File: src/rtl/sobel_pkg.sv
// ----------------------------------------------------------------------------
// sobel_pkg
// Shared constants and types for the streaming 3x3 Sobel edge detector.
// ----------------------------------------------------------------------------
package sobel_pkg;

    localparam int MAX_LINE_WIDTH = 1024;
    localparam int LINE_AW        = $clog2(MAX_LINE_WIDTH);
    localparam int PIX_W          = 8;
    localparam int LINE_DW        = 2 * PIX_W;
    localparam int COL_W          = LINE_AW;
    localparam int ROW_W          = 12;
    localparam int WIDTH_W        = 11;
    localparam int HEIGHT_W       = 13;
    localparam int MAX_HEIGHT     = 4096;
    localparam int MIN_DIM        = 3;
    localparam int WIDTH_RESET    = 500;
    localparam int HEIGHT_RESET   = 600;
    localparam int GRAD_OFFSET    = 128;
    localparam int CFG_IDX_W      = 1;
    localparam int CFG_DATA_W     = HEIGHT_W;
    localparam int OUT_DATA_W     = 40;
    localparam int NUM_CELLS      = 2;

    typedef enum logic [CFG_IDX_W-1:0] {
        CFG_IMAGE_WIDTH  = 1'b0,
        CFG_IMAGE_HEIGHT = 1'b1
    } cfg_index_t;

    // one window column, top row first
    typedef struct packed {
        logic [PIX_W-1:0] top;
        logic [PIX_W-1:0] mid;
        logic [PIX_W-1:0] bot;
    } pix_col_t;

endpackage

File: src/rtl/sobel_gradient.sv
// ----------------------------------------------------------------------------
// sobel_gradient
// Row and column Sobel sums over three window columns, divided by 8 toward
// zero and offset by 128.
// ----------------------------------------------------------------------------
module sobel_gradient (
    input  sobel_pkg::pix_col_t           col_a,
    input  sobel_pkg::pix_col_t           col_b,
    input  sobel_pkg::pix_col_t           col_c,
    output logic [sobel_pkg::PIX_W-1:0]   row_gradient,
    output logic [sobel_pkg::PIX_W-1:0]   column_gradient
);
    import sobel_pkg::*;

    localparam int HALF_W = PIX_W + 2;
    localparam int SUM_W  = PIX_W + 3;

    function automatic logic [PIX_W-1:0] scale_sum(input logic signed [SUM_W-1:0] s);
        logic signed [SUM_W-1:0] adj;
        logic signed [SUM_W-1:0] quo;
        adj = s + $signed({{(SUM_W-3){1'b0}}, {3{s[SUM_W-1]}}});
        quo = adj >>> 3;
        return quo[PIX_W-1:0] + PIX_W'(GRAD_OFFSET);
    endfunction

    function automatic logic [HALF_W-1:0] tap121(input logic [PIX_W-1:0] p0,
                                                 input logic [PIX_W-1:0] p1,
                                                 input logic [PIX_W-1:0] p2);
        return {2'b00, p0} + {1'b0, p1, 1'b0} + {2'b00, p2};
    endfunction

    logic [HALF_W-1:0]       row_pos;
    logic [HALF_W-1:0]       row_neg;
    logic [HALF_W-1:0]       col_pos;
    logic [HALF_W-1:0]       col_neg;
    logic signed [SUM_W-1:0] row_sum;
    logic signed [SUM_W-1:0] col_sum;

    always_comb
    begin
        row_pos = tap121(col_a.bot, col_b.bot, col_c.bot);
        row_neg = tap121(col_a.top, col_b.top, col_c.top);
        col_pos = tap121(col_c.top, col_c.mid, col_c.bot);
        col_neg = tap121(col_a.top, col_a.mid, col_a.bot);
        row_sum = $signed({1'b0, row_pos}) - $signed({1'b0, row_neg});
        col_sum = $signed({1'b0, col_pos}) - $signed({1'b0, col_neg});
        row_gradient    = scale_sum(row_sum);
        column_gradient = scale_sum(col_sum);
    end

endmodule

File: config.mk
export PLATFORM = sky130hd
export DESIGN_NAME = sobel_gradient
export DESIGN_NICKNAME = d
export VERILOG_FILES = /design/src/rtl/sobel_pkg.sv /design/src/rtl/sobel_gradient.sv
export SDC_FILE = /design/constraint.sdc
export NUM_CORES = 1
export LEC_CHECK = 0
export BUFFER_PORTS_ARGS = -buffer_cell sky130_fd_sc_hd__buf_2
export CORE_MARGIN = 1.5
export CORE_UTILIZATION = 55
export DETAILED_ROUTE_END_ITERATION = 12
export PLACE_DENSITY = 0.93
export SYNTH_ARGS = -nofsm -noshare
export SYNTH_HDL_FRONTEND = slang
export SYNTH_SLANG_ARGS = --single-unit
export TNS_END_PERCENT = 50
File: constraint.sdc
create_clock -name vclk -period 5.2
set_input_delay 0.26 -clock vclk [all_inputs]
set_output_delay 0.26 -clock vclk [all_outputs]
set_load 0.03 [all_outputs]
### After elaboration in Yosys (flattened, before gate mapping)

Cells that the tools add are included.

* $add $sub $neg: 14
* multipliers: 0
* divide/modulo/power cells: 0
* $lt $le $gt $ge: 0
* eq/ne operators: 0
* shifts and indexed selects: 0
* multiplexer cells: 0
* bitwise logic cells: 0
* reductions and logical operators: 0

Operator list (number)
* 10-bit by 8-bit adder with 10-bit output: 4
* 8-bit by 9-bit adder with 10-bit output: 4
* 11-bit by 4-bit adder with 11-bit output: 2
* 10-bit by 10-bit subtractor with 11-bit output: 2
* 8-bit adder, second input constant: 2

* flip-flop bits (word level): 0
* bits in latches: 0
* RAM bits: 0
* ROM bits: 0
* input port bits: 72
* output and inout bits: 16
* word-level logic and storage cells: 14
* memories kept: 0

### Longest topological paths before layout

Gate-level depths: netlist of run 1.

* depth after elaboration: 5
* gate-level depth with buffers: 18
* mapped depth without buffers: 18

### Worst setup path before layout of run 1

Ideal clock, no wire load.

* kind: input to output
* from: input col_a[5] in the netlist's numbering
* to: output column_gradient[5] in the netlist's numbering
* data arrival time: 4522 ps
* required time: 4940 ps
* slack: 418 ps
* stages on the path: 17
* path buffers: 0
* cells stage by stage: inv_1 > fa_1 > fa_1 > inv_1 > fa_1 > inv_1 > ha_1 > nand3_1 > o211ai_4 > a21oi_4 > ha_1 > nand3_1 > nor2_1 > o2bb2ai_4 > nand3_4 > or3_1 > a31oi_1

* longest elaborated chain between the ends: 4

Ends and longest elaborated chain
* from (decl): line sobel_gradient.sv:7 `input sobel_pkg::pix_col_t col_a,`
* 10-bit by 8-bit adder with 10-bit output: line sobel_gradient.sv:29 `return {2'b00, p0} + {1'b0, p1, 1'b0} + {2'b00, p2};`
* 10-bit by 10-bit subtractor with 11-bit output: line sobel_gradient.sv:46 `col_sum = $signed({1'b0, col_pos}) - $signed({1'b0, col_neg});`
* 11-bit by 4-bit adder with 11-bit output: line sobel_gradient.sv:21 `adj = s + $signed({{(SUM_W-3){1'b0}}, {3{s[SUM_W-1]}}});`
* 8-bit adder: line sobel_gradient.sv:23 `return quo[PIX_W-1:0] + PIX_W'(GRAD_OFFSET);`
* to (decl): line sobel_gradient.sv:11 `output logic [sobel_pkg::PIX_W-1:0] column_gradient`

Every way passes these cells.

### Final worst setup path of run 1

* from: input col_a[18] in the netlist's numbering
* to: output row_gradient[7] in the netlist's numbering

* longest elaborated chain between the ends: 5

Ends and longest elaborated chain
* 8-bit by 9-bit adder with 10-bit output: line sobel_gradient.sv:29
* 10-bit by 8-bit adder with 10-bit output: line sobel_gradient.sv:29
* 10-bit by 10-bit subtractor with 11-bit output: line sobel_gradient.sv:45 `row_sum = $signed({1'b0, row_pos}) - $signed({1'b0, row_neg});`
* 11-bit by 4-bit adder with 11-bit output: line sobel_gradient.sv:21
* 8-bit adder: line sobel_gradient.sv:23
* to (decl): line sobel_gradient.sv:10 `output logic [sobel_pkg::PIX_W-1:0] row_gradient,`

Every way passes these cells.

==> flow_summary.json, run 1 <==
{
  "status": "finished, final reports clean",
  "grt_usage_pct": 19.97,
  "syn_nets": 502,
  "mostFrequentLayoutCells": "133 x inv_1, 80 x buf_2, 62 x fa_1",
  "finalSetupTns_ns": 0,
  "regArea_um2": 0,
  "grt_first_pass_wirelength_um": 9032,
  "seq_area_frac_synth_pct": 0,
  "grt.overflow.total": 0,
  "post-dp-hpwl_um": 5149,
  "drt-initial-drc-count": 24,
  "ant_nets": 0,
  "chipWidth_um": 75.70,
  "drive_gt1_share_pct": 22.33,
  "fin_crit_sh_pct": 94.15,
  "vias": 2307,
  "firstDrtPassIters": 4,
  "relSlewSlack_pct": 69.01,
  "final_max_slew_viol_count": 0,
  "period_needed_ns": 4.896,
  "setup_violations": 0,
  "hold_path.class": "primary input to output port",
  "syn_area_per_cell_um2": 8.549,
  "gp_congestion": 0.8595,
  "final-hold-violation-count": 0,
  "yosysWarnings": 0,
  "die_h_um": 75.70,
  "wl_per_cell_um": 10.97,
  "endpoint_kind": "output port",
  "ios": 88,
  "route.detailed.drc": 0,
  "core_area_um2": 5107,
  "nNetsFinal": 585,
  "nClkBuffers": 0,
  "worst_pin_slew_ns": 0.4617,
  "die_area_um2": 5730,
  "grt_max_degree": 8,
  "syn_inst": 340,
  "netlist_area_um2": 2907,
  "required_ns": 4.94,
  "wl_um": 5385,
  "fmax_ghz": 0.2043,
  "crit_fanout": 6,
  "nFillCells": 420,
  "crit_arrival_ns": 4.64,
  "maxCapViolCount": 0,
  "port_buffers": 80,
  "start_util_pct": 56.91,
  "start_kind": "primary input",
  "crit_type": "primary input to output port",
  "rsz0062_at_grt": "false",
  "via_per_inst": 4.699,
  "area_delta_synth_final_pct": 17.26,
  "ctsHoldBuffers": 0,
  "yosysUniqueCellTypes": 41,
  "antenna_cells": 0,
  "grt_pass1_vias": 2323,
  "rows": 26,
  "antenna_found_initial": 0,
  "final_common_cell": "inv_1",
  "nFlopsAndLatches": 0
}
==> critical path, cell delays in order <==
cell      delay (ns)
buf_2           0.07
inv_1           0.06
fa_1            0.51
fa_1            0.54
inv_1           0.05
fa_1            0.60
inv_1           0.07
ha_1            0.28
a21o_1          0.12
nand4_1         0.12
a311oi_1        0.34
nor2_1          0.16
ha_1            0.30
nand2_1         0.04
nor3_1          0.29
a22oi_2         0.17
nor4_2          0.26
xnor2_1         0.15
buf_2           0.21
==> worst paths after layout <==
kind,from,end,slack [ns],depth (start not counted)
setup / recovery,col_a[18],row_gradient[7],0.30,19
hold / removal,col_a[17],column_gradient[0],1.38,6
==> synth_stat cells, drive strengths merged <==
library cell	instances	area share, %
inv	133	17
xor2	7	2.1
or3	1	0.22
nand3	7	1.6
fa	62	43
xnor2	17	5.1
nand4	2	0.43
nand2	12	1.5
o22ai	1	0.22
o21a	2	0.52
and3	2	0.43
and3b	1	0.34
o21ai	9	1.5
o31a	1	0.30
nand4bb	1	0.39
nand3b	1	0.26
o211a	2	0.69
mux2i	1	0.34
a21oi	13	3.1
a22oi	1	0.43
nor2b	2	0.43
nor2	13	1.7
o211ai	2	0.99
nand2b	2	0.43
a21boi	1	0.26
a311oi	2	0.60
a31oi	3	0.65
o2111ai	1	0.30
nor4	1	0.43
or2	1	0.22
ha	28	12
a21o	3	0.82
o2bb2ai	1	0.95
clkbuf	1	0.13
nor3	3	0.52
==> final cells by class <==
cell class,instances,area [um2],share of cell area [%]
tap,70,87.58,2.570
inverter,133,499.2,14.65
timing repair buffer,82,415.4,12.19
multi-input combinational,206,2406,70.59
==> repair_timing <==
item | CTS | global route
hold endpoints to repair | 0 | 0
resized for setup | 0 | 1
setup buffers | 0 | 2
endpoints found under the setup margin | 0 | 1
==> kinds of logic (layout without fill, tap and decap cells) <==
group / after synthesis / count (layout) / share of synthesized area (%)
AO/OA/AOI/OAI: 42 / 42 / 11.41
buffers and inverters: 134 / 215 / 17.31
multiplexers: 1 / 1 / 0.3444
XOR/XNOR: 24 / 24 / 7.232
AND/OR/NAND/NOR: 49 / 49 / 8.954
adder cells (fa/ha/maj): 90 / 90 / 54.76
==> through the flow <==
step | std cells | util [%] | setup slack (ns) | instance area [um2] | hold WS, ns
floorplan | 340 | - | 0.4180 | 2907 | 1.223
CTS | 489 | 66.39 | 0.2458 | 3391 | 1.397
global placement | 489 | 66.39 | 0.3076 | 3391 | 1.360
detailed placement | 489 | 66.39 | 0.2772 | 3391 | 1.395
finish | 491 | 66.73 | 0.3044 | 3408 | 1.381
global route | 491 | 66.73 | 0.02812 | 3408 | 1.422
==> metal layers <==
layer | wire (um) | global-route usage, % | vias up
met5 | 0 | 0 | -
met4 | 61 | 2.976 | 0
met3 | 324 | 3.307 | 6
met2 | 2753 | 38.99 | 72
met1 | 2244 | 23.22 | 1063
li1 | - | - | 1166
Power of run 1 is not shown: default switching activity piles up to over one toggle a cycle in this logic, so the estimate is an artifact.
==> run 2: changes to the inputs <==
Settings changed: MAX_ROUTING_LAYER set to met4, RECOVER_POWER set to 50.
==> run 2 against run 1 <==
  * Die area unchanged
  * Core utilization decreased by 0.15 points
  * Design area decreased by 0.22%
  * Largest cell class unchanged
==> flow_summary.json, run 2 (synthesis results as in run 1) <==
{
  "grt_pass1_vias": 2323,
  "final-hold-violation-count": 0,
  "start_util_pct": 56.91,
  "antenna_cells": 0,
  "grt.overflow.total": 0,
  "core_area_um2": 5107,
  "route.detailed.drc": 0,
  "crit_buf_inv": 5,
  "crit_slowest_cell": "fa_1",
  "fmax_ghz": 0.2042,
  "final_max_slew_viol_count": 0,
  "dp_slack_ns": 0.2772,
  "ios": 88,
  "grt_usage_pct": 20.59,
  "port_buffers": 80,
  "grt_max_degree": 8,
  "maxCapViolCount": 0,
  "nClkBuffers": 0,
  "regArea_um2": 0,
  "setup_violations": 0,
  "grt_first_pass_wirelength_um": 9032,
  "drt-initial-drc-count": 31,
  "post-dp-hpwl_um": 5149,
  "nFlopsAndLatches": 0,
  "path_cells": "buf_2 > inv_1 > fa_1 > fa_1 > inv_1 > fa_1 > inv_1 > ha_1 > a21o_1 > nand4_1 > a311oi_1 > nor2_1 > ha_1 > nand2_1 > nor3_1 > a22oi_2 > nor4_2 > xnor2_1 > buf_2",
  "start_kind": "primary input",
  "wl_per_cell_um": 10.97,
  "status": "finished, final reports clean",
  "rsz0062_at_grt": "false",
  "relSlewSlack_pct": 69.05,
  "rows": 26,
  "vias": 2317,
  "nNetsFinal": 585,
  "chipWidth_um": 75.70,
  "firstDrtPassIters": 4,
  "crit_arrival_ns": 4.64,
  "gp_congestion": 0.8734,
  "crit_family": "adder cells",
  "stdcell_count": 491,
  "final_common_cell": "inv_1",
  "drive_gt1_share_pct": 20.90,
  "finalSetupTns_ns": 0,
  "antenna_found_initial": 0,
  "fin_crit_sh_pct": 94.17,
  "die_h_um": 75.70,
  "die_area_um2": 5730,
  "period_needed_ns": 4.897,
  "setup_slack_ns": 0.3029,
  "place_inst": 489,
  "hold_path.class": "primary input to output port",
  "ant_nets": 0,
  "required_ns": 4.94,
  "endpoint_kind": "output port",
  "area_delta_synth_final_pct": 17.00,
  "mostFrequentLayoutCells": "133 x inv_1, 74 x buf_2, 62 x fa_1",
  "crit_fanout": 6,
  "worst_pin_slew_ns": 0.4612,
  "wl_um": 5387,
  "via_per_inst": 4.719,
  "crit_type": "primary input to output port",
  "max_stage_delay_ns": 0.60
}
## run 2: changes by cell type in the layout (fill, tap and decap cells not counted), sizes merged
cell / delta
buf: -6
clkbuf: +6
## run 2: worst paths after layout
| path | from | to | slack [ns] | cells after the start |
|---|---|---|---|---|
| worst max-delay path | col_a[18] | row_gradient[7] | 0.30 | 19 |
| worst min-delay path | col_a[17] | column_gradient[0] | 1.38 | 6 |
## run 2: area by class of cell
type / instances / area, um2
Fill cell: 420 / 1707
Inverter: 133 / 499.2
Multi-Input combinational cell: 206 / 2406
Tap cell: 70 / 87.58
Timing Repair Buffer: 82 / 407.9
## run 2: metal layers
metal  global-route usage (%)  routed length [um]  vias up
met3                    2.381                 279        6
met4                    2.976                  61        0
met5                        -                   0        -
met2                    38.99                2760       72
met1                    23.82                2285     1073
li1                         -                   -     1166
## run 2: through the flow
step | utilization, % | hold WS [ns] | instance area (um2)
finish | 66.59 | 1.381 | 3401
detailed placement | 66.39 | 1.395 | 3391
floorplan | - | 1.223 | 2907
CTS | 66.39 | 1.397 | 3391
global route | 66.59 | 1.422 | 3401
global placement | 66.39 | 1.360 | 3391
## run 2: timing repair
action                                  CTS  global route
endpoints found under the setup margin    0             1
resized for setup                         0             1
hold buffers                              0             0
buffers inserted                          0             2
Power of run 2 is left out for the same reason.
