--- src/rtl/sobel_pkg.sv ---
// ----------------------------------------------------------------------------
// sobel_pkg
// Shared constants and types for the streaming 3x3 Sobel edge detector.
// ----------------------------------------------------------------------------
package sobel_pkg;

    localparam int MAX_LINE_WIDTH = 1024;
    localparam int LINE_AW        = $clog2(MAX_LINE_WIDTH);
    localparam int PIX_W          = 8;
    localparam int LINE_DW        = 2 * PIX_W;
    localparam int COL_W          = LINE_AW;
    localparam int ROW_W          = 12;
    localparam int WIDTH_W        = 11;
    localparam int HEIGHT_W       = 13;
    localparam int MAX_HEIGHT     = 4096;
    localparam int MIN_DIM        = 3;
    localparam int WIDTH_RESET    = 500;
    localparam int HEIGHT_RESET   = 600;
    localparam int GRAD_OFFSET    = 128;
    localparam int CFG_IDX_W      = 1;
    localparam int CFG_DATA_W     = HEIGHT_W;
    localparam int OUT_DATA_W     = 40;
    localparam int NUM_CELLS      = 2;

    typedef enum logic [CFG_IDX_W-1:0] {
        CFG_IMAGE_WIDTH  = 1'b0,
        CFG_IMAGE_HEIGHT = 1'b1
    } cfg_index_t;

    // one window column, top row first
    typedef struct packed {
        logic [PIX_W-1:0] top;
        logic [PIX_W-1:0] mid;
        logic [PIX_W-1:0] bot;
    } pix_col_t;

endpackage

--- src/rtl/sobel_window_cell.sv ---
// ----------------------------------------------------------------------------
// sobel_window_cell
// One column of the 3x3 window. Takes its neighbor's column on each shift.
// ----------------------------------------------------------------------------
module sobel_window_cell (
    input  logic                  clk,
    input  logic                  rst_n,
    input  logic                  shift_en,
    input  sobel_pkg::pix_col_t   col_in,
    output sobel_pkg::pix_col_t   col_out
);
    import sobel_pkg::*;

    pix_col_t col_reg;

    always_ff @(posedge clk or negedge rst_n)
    begin
        if (!rst_n)
        begin
            col_reg <= '0;
        end
        else if (shift_en)
        begin
            col_reg <= col_in;
        end
    end

    assign col_out = col_reg;

endmodule

--- config.mk ---
export PLATFORM = sky130hd
export DESIGN_NAME = sobel_window_cell
export DESIGN_NICKNAME = d
export VERILOG_FILES = /design/src/rtl/sobel_pkg.sv /design/src/rtl/sobel_window_cell.sv
export SDC_FILE = /design/constraint.sdc
export NUM_CORES = 1
export LEC_CHECK = 0
export BUFFER_PORTS_ARGS = -buffer_cell sky130_fd_sc_hd__buf_2
export CAP_MARGIN = 20
export CORE_ASPECT_RATIO = 0.9
export CORE_MARGIN = 5
export CORE_UTILIZATION = 47
export CTS_CLUSTER_SIZE = 8
export DETAILED_ROUTE_END_ITERATION = 12
export GPL_TIMING_DRIVEN = 0
export PLACE_DENSITY_LB_ADDON = 0.2
export SLEW_MARGIN = 30
export SYNTH_ARGS = -nofsm -noshare
export SYNTH_HDL_FRONTEND = slang
export SYNTH_SLANG_ARGS = --single-unit
export TNS_END_PERCENT = 1
--- constraint.sdc ---
create_clock -name clk -period 1.6 [get_ports clk]
set_input_delay 0.32 -clock clk [delete_from_list [all_inputs] [get_ports clk]]
set_output_delay 0.32 -clock clk [all_outputs]
set_load 0.02 [all_outputs]
## After elaboration in Yosys (flattened, before gate mapping)

Cells that the tools add are included.

- Register bits after elaboration: 24
- Bits of input ports: 27
- Output and inout bits: 24
- Word-level logic and storage cells: 3

## Logic depth before layout (Yosys ltp)

Gate-level depths: netlist (run 1).

- Depth in word-level cells: 0
- Depth in mapped cells: 3
- Depth with buffers taken out: 1

## Worst setup path after synthesis (run 1)

No wires, ideal clock.

- Path kind: input to register
- Start: input shift_en
- End: register col_reg, in the netlist col_out[0]
- Setup time: 0.125 ns
- Arrival time: 0.859 ns
- Required time: 1.475 ns
- Slack: 0.616 ns
- Stages: 3
- Path buffers: 2
- Cell sequence: buf_6 buf_12 mux2_4

RTL lines:

| item | line | RTL |
|---|---|---|
| start: declaration | sobel_window_cell.sv:8 | `input logic shift_en,` |
| end signal: assignment | sobel_window_cell.sv:24 | `col_reg <= col_in;` |
| end: declaration | sobel_window_cell.sv:14 | `pix_col_t col_reg;` |

No word-level cell between the ends.

## Final worst setup path (run 1)

- Start: register col_reg, in the netlist col_out[0]
- End: output col_out[0] in the netlist's numbering

RTL lines:

| item | line | RTL |
|---|---|---|
| end: declaration | sobel_window_cell.sv:10 | `output sobel_pkg::pix_col_t col_out` |

No word-level cell between the ends.

==> reports/metrics.csv, run 1 <==
stage;metric;value;unit
run_status;outcome;finished, final reports clean;
worst_setup_path;endpoint_kind;output pin;
worst_setup_path;cp_max_fo;2;
final_layout;antennaDiodeCount;0;
floorplan;fp.dieH;53.7;um
route;wl_per_cell;14.3;um
worst_setup_path;endpoint;col_out[0];
worst_setup_path;crit_start;col_out[0]$_DFFE_PN0P_;
placed_design;portBuffers;49;
route;routed_wl;1860;um
worst_setup_path;path_delay_family;flip-flops;
synthesis;yosys-top-cells-count;dfrtp_1 (24), mux2_4 (20), mux2_2 (4), buf_12 (2), buf_6 (1);
route;initialDrtViolationCount;5;
clock_tree;cts_sinks;24;
synthesis;synthArstFlopShare;100;%
sta;tightestPinTransition;503;ps
clock_tree;postCtsSetupRepairBufs;0;
clock_tree;cts_tree;yes;
worst_hold_path;hold_path.class;in2reg;
sta;setup-tns-final;0;ps
synthesis;netlist-cell-type-count;5;
sta;rsz0062_at_grt;no;
clock_tree;htreeDepth;1;
sta;hold_violations;0;
sta;holdWs;238;ps
clock_tree;insertion_delay;300;ps
final_layout;regArea;601;um^2
floorplan;die_area;0.00314;mm^2
clock_tree;cts.clk_slew.worst_paths;120;ps
sta;layout_min_cycle_time;1200;ps
global_route;grt_max_degree;25;
floorplan;core;0.00197;mm^2
synthesis;yosys_register_bits;24;
worst_setup_path;reg2regPathDepth;1;
route;met2_length;813;um
global_route;grt_overflow;0;
synthesis;netlist_area;997;um^2
route;top_layer_used;met3;
pwr;max-vdd-ir-drop;0.000916;V
synthesis;ys_seq_area_share;60.2;%
global_route;grt_pass1_wl;3160;um
synthesis;postSynthCellCount;51;
worst_setup_path;worstReg2RegEnd;col_out[3]$_DFFE_PN0P_;
route;met3_length;237;um
sta;max-slew-margin-rel;66.5;%
synthesis;yosysWarnings;0;
final_layout;fill_cells;149;
global_route;grt_pass1_vias;681;
sta;min_period_over_period;75.3;%
final_layout;drive_above_1_share;76.2;%
sta;fmax;831;MHz
job;max_cap_violations;0;
worst_setup_path;required;1280;ps
final_layout;largest_reg_flops;24;
worst_setup_path;cpMaxStageDelayCell;dfrtp_1;
synthesis;synth_edf_count;0;
worst_setup_path;crit_chain;buf_2;
route;drt-met1-wl;808;um
synthesis;netlist_top_cells_area;dfrtp_1 (60%), mux2_4 (30%), mux2_2 (4.5%);
synthesis;synth_top_cell_area_share;60.2;%
final_layout;nNetsFinal;133;
synthesis;syn-num-nets;78;
placed_design;dp_slack;575;ps
final_layout;multiInputGateArea;345;um^2
worst_setup_path;crit_buf_inv;1;
floorplan;start_util;50.6;%
floorplan;row_count;15;
worst_setup_path;critPathMaxStageDelay;420;ps
clock_tree;cts_buffer_depth;2;
synthesis;syn_area_per_cell;19.6;um^2
worst_setup_path;crit_type;reg2out;
route;ant_nets;0;
final_layout;final_cell_count_no_fill;130;
floorplan;boundaryPins;51;
placed_design;dp_cells;125;
floorplan;die_width;58.6;um
route;drc;0;
synthesis;yosys.area.top_type;dfrtp_1;
sta;fin_skew;0;ps
clock_tree;cts_repair_resize_count;0;
worst_setup_path;crit-reg2reg-launch;col_out[3]$_DFFE_PN0P_;
synthesis;synthFlopType;dfrtp_1;
worst_setup_path;cp.arrival;880;ps
worst_setup_path;reg2reg_slack;820;ps
sta;maxSlewViolCount;0;
clock_tree;numCtsBuffers;3;
route;dr.pass1.iters;2;
route;dr_total_vias;604;
clock_tree;cts_hold_buf;1;
clock_tree;cts_root_buf;clkbuf_4;
route;viasPerCell;4.65;
sta;finalWorstSetupSlack;396;ps
final_layout;postLayoutCoreUtil;67.8;%
worst_setup_path;cp.depth;1;
pwr;power.density;1070;mW/mm^2
global_route;antenna_found_initial;0;
final_layout;syn2layout_area_growth;34.0;%
synthesis;yosysMostFrequentCell;dfrtp_1;
sta;setup_viol;0;
placed_design;gp_congestion;0.688;
global_route;grtUsageTotal;13.8;%
pwr;leakagePower;0.711;nW
worst_setup_path;crit_path_start_kind;register;
[worst min path at each step]
stage               start                      end  slack, ps  cells past startpoint
2_1_floorplan       rst_n   col_out[0]$_DFFE_PN0P_         20                      0
3_3_place_gp        rst_n  col_out[15]$_DFFE_PN0P_        320                      1
3_5_place_dp        rst_n   col_out[4]$_DFFE_PN0P_        320                      1
4_1_cts        col_in[19]  col_out[19]$_DFFE_PN0P_        230                      2
5_1_grt         col_in[2]   col_out[2]$_DFFE_PN0P_        210                      2
6_report       col_in[18]  col_out[18]$_DFFE_PN0P_        240                      2
[report_power, final]
part | switching [mW] | internal (mW) | total (mW)
combinational | 0.155 | 0.159 | 0.314
sequential | 0.0316 | 0.667 | 0.698
clock | 0.167 | 0.253 | 0.420
total | 0.354 | 1.08 | 1.43
[layout make-up]
class / count / share of cell area, %
Clock inverter: 1 / 2.25
Multi-Input combinational cell: 24 / 25.8
Sequential cell: 24 / 44.9
Buffer: 3 / 3.84
Timing Repair Buffer: 50 / 19.1
Tap cell: 25 / 2.34
Clock buffer: 3 / 1.69
[layer usage]
metal / vias to the layer above / GRT usage (%)
met2: 33 / 20.6
met3: 0 / 6.00
met4: 0 / 1.16
met5: - / 0
met1: 284 / 19.2
li1: 287 / -
[layout by cell type (no fill, tap or decap), drive strengths merged]
| cell type | n |
|---|---|
| buf | 52 |
| bufinv | 1 |
| clkbuf | 3 |
| dfrtp | 24 |
| dlygate4sd3 | 1 |
| mux2 | 24 |
[per-stage QoR]
| step | total power [mW] | area (um^2) |
|---|---|---|
| finish | 1.43 | 1340 |
| global route | 1.51 | 1340 |
| detailed placement | 1.03 | 1270 |
| floorplan | 0.905 | 997 |
| global placement | 1.02 | 1270 |
| CTS | 1.45 | 1340 |
[cells by family (layout without fill, tap and decap cells)]
group    after synthesis  count (layout)  synth area share [%]
mux                   24              24                  34.6
flops                 24              24                  60.2
buf+inv                3              57                  5.14
(Power assumes the default switching activity.)
==> run 2: changes to the inputs <==
ABC_AREA = 1   (was default)
CORE_UTILIZATION = 39   (was 47)
clock period = 1 ns   (was 1.6 ns; I/O delays follow)
==> reports/metrics.csv, run 2 <==
stage;metric;value;unit;change
run_status;outcome;finished, violations left;;
run_status;violations;setup timing;;
worst_setup_path;reg2regPathDepth;5;;+4
floorplan;start_util;40.2;%;-10 points
worst_hold_path;hold_end;col_out[14]$_DFFE_PN0P_;;
pwr;p_int;1.73;mW;+61%
worst_setup_path;cp_max_fo;2;;unchanged
synthesis;syn_area_per_cell;9.56;um^2;-51%
sta;setup_viol;24;;+24
synthesis;yosys.area.top_type;dfrtp_1;;
clock_tree;cts.clk_slew.worst_paths;140;ps;+20 ps
synthesis;synth_top_cell_area_share;61.6;%;+1.4 points
route;dr_total_vias;869;;+44%
sta;tightestPinTransition;520;ps;+17.2 ps
route;viasPerCell;4.35;;-6.5%
route;ant_nets;0;;unchanged
worst_setup_path;worstReg2RegEnd;col_out[14]$_DFFE_PN0P_;;
worst_hold_path;hold_depth;3;;+1
worst_setup_path;cp.arrival;880;ps;about the same
sta;maxSlewViolCount;0;;unchanged
worst_setup_path;crit_start;col_out[3]$_DFFE_PN0P_;;
pwr;leakagePower;0.876;nW;+23%
synthesis;netlist_top_cells_area;dfrtp_1 (62%), nand2_1 (24%), nand2_2 (6.4%);;
placed_design;gp_congestion;0.616;;-11%
final_layout;layout_commonest_cell;nand2_1;;
sta;fmax;923;MHz;
floorplan;die_width;62.7;um;+7.1%
synthesis;yosysMostFrequentCell;nand2_1;;
route;wl_per_cell;11.5;um;-20%
route;routed_wl;2300;um;+24%
worst_setup_path;reg2reg_slack;20;ps;-800 ps
pwr;power.density;1570;mW/mm^2;+46%
route;drc;0;;unchanged
synthesis;yosysWarnings;0;;unchanged
worst_setup_path;path_delay_family;flip-flops;;
worst_hold_path;hold_start;col_in[14];;
placed_design;hpwl;1660;um;
worst_setup_path;crit_buf_inv;1;;unchanged
floorplan;row_count;17;;+2
synthesis;synthArstFlopShare;100;%;unchanged
synthesis;netlist-cell-type-count;7;;+2
global_route;grt_overflow;0;;unchanged
synthesis;synth_edf_count;0;;unchanged
floorplan;boundaryPins;51;;unchanged
final_layout;largest_reg_flops;24;;unchanged
worst_setup_path;crit-reg2reg-launch;col_out[14]$_DFFE_PN0P_;;
synthesis;netlist_area;975;um^2;-2.3%
worst_setup_path;crit_path_start_kind;register;;
pwr;p_sw_share;26.3;%;+1.6 points
pwr;max-vdd-ir-drop;0.00118;V;+29%
worst_setup_path;required;800;ps;-480 ps
pwr;seq_power_share;47.1;%;-1.6 points
pwr;p_sw;0.618;mW;+75%
final_layout;fill_cells;235;;+58%
sta;finalWorstSetupSlack;-83.5;ps;-479 ps
final_layout;layout_common_cells;nand2_1 (62), buf_2 (39), dfrtp_1 (24), buf_4 (16), buf_6 (13);;
floorplan;fp.dieH;57.4;um;+6.9%
pwr;p_clk_share;29.3;%;about the same
clock_tree;cts_buffer_depth;2;;unchanged
synthesis;syn-num-nets;129;;+65%
placed_design;portBuffers;49;;unchanged
synthesis;synthFlopType;dfrtp_1;;
global_route;grt_max_degree;25;;unchanged
final_layout;syn2layout_area_growth;53.9;%;
final_layout;antennaDiodeCount;0;;unchanged
worst_setup_path;cpMaxStageDelayCell;dfrtp_1;;
sta;fin_skew;0;ps;unchanged
sta;min_period_over_period;108;%;
synthesis;postSynthCellCount;102;;+100%
pwr;power_frac_comb;23.6;%;+1.7 points
clock_tree;numCtsBuffers;3;;unchanged
global_route;antenna_found_initial;0;;unchanged
sta;hold_violations;0;;unchanged
placed_design;dp_slack;257;ps;-319 ps
clock_tree;htreeDepth;1;;unchanged
floorplan;die_area;0.00360;mm^2;+14%
clock_tree;cts_tree;yes;;
global_route;grt_pass1_wl;3790;um;+20%
final_layout;nNetsFinal;200;;+50%
route;initialDrtViolationCount;39;;+34
worst_setup_path;crit_chain;buf_2;;
worst_setup_path;critPathMaxStageDelay;410;ps;about the same
sta;layout_min_cycle_time;1080;ps;
clock_tree;cts_sinks;24;;unchanged
floorplan;core;0.00242;mm^2;+23%
synthesis;yosys_register_bits;24;;unchanged
clock_tree;cts_root_buf;clkbuf_4;;
worst_setup_path;crit_type;reg2out;;
global_route;grtUsageTotal;13.2;%;-0.56 points
global_route;grt_pass1_vias;853;;+25%
worst_hold_path;hold_path.class;in2reg;;
synthesis;ys_seq_area_share;61.6;%;+1.4 points
sta;holdWs;73.4;ps;-164 ps
sta;rsz0062_at_grt;yes;;
sta;max-slew-margin-rel;65.3;%;-1.1 points
synthesis;yosys-top-cells-count;nand2_1 (62), dfrtp_1 (24), nand2_2 (10), buf_6 (3);;
route;dr.pass1.iters;3;;+1
final_layout;drive_above_1_share;49.4;%;-27 points
clock_tree;insertion_delay;310;ps;about the same
worst_setup_path;endpoint_kind;output pin;;
job;max_cap_violations;0;;unchanged
run 2: cell types whose count changed in the layout (fill, tap and decap cells not counted):
cell | before | now
buf_12 | 2 | 1
buf_2 | 49 | 39
buf_4 | 0 | 16
buf_6 | 1 | 13
clkbuf_8 | 0 | 1
inv_8 | 0 | 1
mux2_2 | 4 | 0
mux2_4 | 20 | 0
nand2_1 | 0 | 62
nand2_2 | 0 | 10
run 2: cell families after synthesis:
kind of cell | count (synthesis) | share of synthesized area (%)
buffers and inverters | 6 | 8.09
flip-flops | 24 | 61.6
AND/OR/NAND/NOR | 72 | 30.3
run 2: worst max-delay path by stage:
stage	endpoint	slack, ps	depth (start not counted)
4_1_cts	col_out[6]	-100	1
2_1_floorplan	col_out[0]$_DFFE_PN0P_	310	5
6_report	col_out[3]	-80	1
5_1_grt	col_out[17]	-120	1
3_3_place_gp	col_out[0]	270	1
3_5_place_dp	col_out[13]	260	1
run 2: power by group through the flow:
stage | logic, mW | clock network [mW] | registers (mW)
2_1_floorplan | 0.134 | 0 | 1.23
3_3_place_gp | 0.421 | 0 | 1.12
3_5_place_dp | 0.430 | 0 | 1.12
4_1_cts | 0.480 | 0.712 | 1.11
5_1_grt | 0.610 | 0.740 | 1.12
6_report | 0.555 | 0.689 | 1.11
run 2: repair_timing:
action                     in CTS  in global routing
resized for setup               8                 12
setup endpoints to repair      24                 24
buffers inserted                5                 11
hold endpoints to repair       24                  0
hold buffers                    1                  0
run 2: metal layers:
layer  part of all wire [%]  global-route usage (%)  vias up
met5                      0                       0        -
met4                   0.48                    2.73        0
met3                    6.2                    5.31        2
met2                     54                    24.1       24
met1                     39                    14.4      402
li1                       -                       -      441
run 2: cell type report:
type                    count  area, um^2  share of cell area, %
flip-flops and latches     24         601                   40.0
well taps                  28        35.0                   2.34
plain buffers               5        67.6                   4.50
clock buffers               3        22.5                   1.50
clock inverters             1        30.0                   2.00
multi-input cells          72         295                   19.7
inverters                   1        11.3                  0.751
repair buffers             66         438                   29.2
run 2: worst register-to-register path: cells and delay by family, from the launching register on:
kind          cells  cell delay (ps)
buf+inv           3              380
flops             1              420
simple gates      2               90
run 2: through the flow:
stage                     power, mW  setup TNS [ps]  util [%]  instances  cell area (um^2)
after floorplan                1.37               0         -        102               975
after global placement         1.54               0      51.8        179              1250
after detailed placement       1.56               0      51.8        179              1250
after CTS                      2.30           -2040      56.9        189              1380
after global routing           2.47           -2670      61.9        200              1500
final                          2.35           -1590      61.9        200              1500
==> run 3: changes to the inputs <==
CELL_PAD_IN_SITES_DETAIL_PLACEMENT = 0   (was default)
CELL_PAD_IN_SITES_GLOBAL_PLACEMENT = 1   (was default)
CORE_UTILIZATION = 28   (was 39)
==> reports/metrics.csv, run 3 (synthesis gave the netlist of run 2 again) <==
stage;metric;value;unit;change
final_layout;final_cell_count_no_fill;212;;+6.0%
worst_setup_path;cp.arrival;810;ps;-70 ps
worst_setup_path;crit_path_start_kind;register;;
sta;setup_viol;7;;-71%
final_layout;fill_cells;363;;+54%
sta;finalWorstSetupSlack;-8.06;ps;+75.5 ps
final_layout;layout_common_cells;nand2_1 (62), buf_2 (33), dfrtp_1 (24), buf_6 (19), buf_4 (12);;
clock_tree;cts_buffer_depth;2;;unchanged
floorplan;start_util;28.9;%;-11 points
worst_hold_path;hold_start;col_in[23];;
pwr;p_int;1.69;mW;-2.6%
sta;layout_min_cycle_time;1010;ps;-75.5 ps
run_status;outcome;finished, violations left;;
placed_design;dp_cells;195;;+8.9%
worst_setup_path;required;800;ps;about the same
worst_setup_path;crit_chain;buf_2;;
placed_design;gp_congestion;0.675;;+9.7%
worst_setup_path;reg2regPathDepth;3;;-2
pwr;max-vdd-ir-drop;0.000590;V;-50%
pwr;power.density;1510;mW/mm^2;-3.7%
placed_design;place_area;0.00127;mm^2;+1.6%
final_layout;fin_area;0.00153;mm^2;+2.0%
pwr;seq_power_share;48.1;%;+1.0 points
sta;min_period_over_period;101;%;-7.5 points
final_layout;largest_reg_flops;24;;unchanged
route;viasPerCell;4.02;;-7.4%
sta;max-slew-margin-rel;64.2;%;-1.1 points
global_route;grt_pass1_vias;895;;+4.9%
job;max_cap_violations;0;;unchanged
worst_hold_path;hold_end;col_out[23]$_DFFE_PN0P_;;
clock_tree;insertion_delay;260;ps;-50 ps
pwr;p_sw;0.623;mW;+0.78%
route;drc;0;;unchanged
route;wl_per_cell;10.6;um;-7.6%
run_status;violations;setup timing;;
global_route;grt_overflow;0;;unchanged
sta;hold_violations;0;;unchanged
final_layout;syn2layout_area_growth;57.0;%;
worst_setup_path;cp_max_fo;2;;unchanged
placed_design;portBuffers;49;;unchanged
floorplan;die_area;0.00476;mm^2;+32%
clock_tree;cts_sinks;24;;unchanged
worst_setup_path;path_delay_family;flip-flops;;
clock_tree;numCtsBuffers;3;;unchanged
floorplan;boundaryPins;51;;unchanged
sta;setup-tns-final;-25.7;ps;+1560 ps
pwr;p_sw_share;26.9;%;+0.68 points
route;dr_total_vias;853;;-1.8%
pwr;power_frac_comb;24.1;%;+0.5 points
global_route;antenna_found_initial;0;;unchanged
worst_setup_path;worstReg2RegEnd;col_out[14]$_DFFE_PN0P_;;
route;dr.pass1.iters;4;;+1
final_layout;antennaDiodeCount;0;;unchanged
worst_setup_path;crit_type;reg2out;;
worst_setup_path;reg2reg_slack;270;ps;+250 ps
worst_hold_path;hold_path.class;in2reg;;
final_layout;nNetsFinal;196;;-2.0%
floorplan;die_width;72.2;um;+15%
global_route;grt_pass1_wl;3720;um;-1.8%
worst_setup_path;endpoint_kind;output pin;;
clock_tree;cts.clk_slew.worst_paths;80;ps;-60 ps
global_route;grt_max_degree;25;;unchanged
worst_setup_path;crit_start;col_out[21]$_DFFE_PN0P_;;
clock_tree;cts_root_buf;clkbuf_8;;
sta;tightestPinTransition;537;ps;+17.0 ps
floorplan;core;0.00338;mm^2;+39%
sta;fin_skew;0;ps;unchanged
route;initialDrtViolationCount;14;;-64%
worst_setup_path;crit_buf_inv;1;;unchanged
placed_design;hpwl;1640;um;-1.1%
worst_setup_path;cpMaxStageDelayCell;dfrtp_1;;
floorplan;row_count;20;;+3
global_route;grtUsageTotal;9.89;%;-3.3 points
clock_tree;cts_tree;yes;;
sta;rsz0062_at_grt;yes;;
worst_setup_path;crit-reg2reg-launch;col_out[14]$_DFFE_PN0P_;;
worst_hold_path;hold_depth;3;;unchanged
final_layout;layout_commonest_cell;nand2_1;;
route;ant_nets;0;;unchanged
worst_setup_path;critPathMaxStageDelay;390;ps;-20 ps
route;routed_wl;2250;um;-2.0%
clock_tree;htreeDepth;1;;unchanged
final_layout;drive_above_1_share;48.2;%;-1.2 points
floorplan;fp.dieH;66.0;um;+15%
sta;maxSlewViolCount;0;;unchanged
pwr;p_clk_share;27.8;%;-1.5 points
pwr;leakagePower;0.868;nW;-0.93%
sta;fmax;992;MHz;+7.5%
## run 3: how the worst max path moves through the flow
stage,endpoint,slack [ps],cells after the start
after global routing,col_out[14],-30,1
after CTS,col_out[1],-20,1
after floorplan,col_out[0]$_DFFE_PN0P_,310,5
after detailed placement,col_out[1],260,1
final,col_out[21],-8,1
after global placement,col_out[2],260,1
## run 3: power groups by stage
stage	sequential [mW]	combinational [mW]	clock, mW
global placement	1.12	0.425	0
floorplan	1.23	0.134	0
CTS	1.11	0.533	0.672
detailed placement	1.12	0.430	0
global route	1.12	0.610	0.689
finish	1.11	0.557	0.643
## run 3: routing by layer
layer | GRT usage [%] | vias to the layer above | wire length, um
li1 | - | 433 | -
met1 | 10.9 | 397 | 935
met2 | 17.8 | 21 | 1160
met3 | 3.04 | 2 | 144
met4 | 3.52 | 0 | 10
met5 | 0 | - | 0
## run 3: final cells by class
| cell class | instances | area [um^2] | area share (%) |
|---|---|---|---|
| timing repair buffer | 62 | 445 | 29.1 |
| clock buffer | 4 | 55.1 | 3.60 |
| inverter | 1 | 11.3 | 0.736 |
| tap | 44 | 55.1 | 3.60 |
| multi-input combinational | 72 | 295 | 19.3 |
| buffer | 5 | 67.6 | 4.42 |
| sequential | 24 | 601 | 39.2 |
## run 3: what timing repair did
action | 4_1_cts | 5_1_grt
endpoints found under the hold margin | 24 | 0
hold buffers | 1 | 0
gates resized for setup | 20 | 12
setup endpoints to repair | 24 | 24
buffers inserted | 10 | 2
## run 3: metrics by stage
step / util, % / total power, mW / setup WS, ps / hold WS (ps)
floorplan: - / 1.37 / 312 / -95.6
global placement: 37.7 / 1.54 / 261 / 218
detailed placement: 37.7 / 1.55 / 261 / 215
CTS: 43.7 / 2.31 / -17.2 / 122
global route: 45.3 / 2.42 / -32.8 / 134
finish: 45.3 / 2.31 / -8.06 / 133
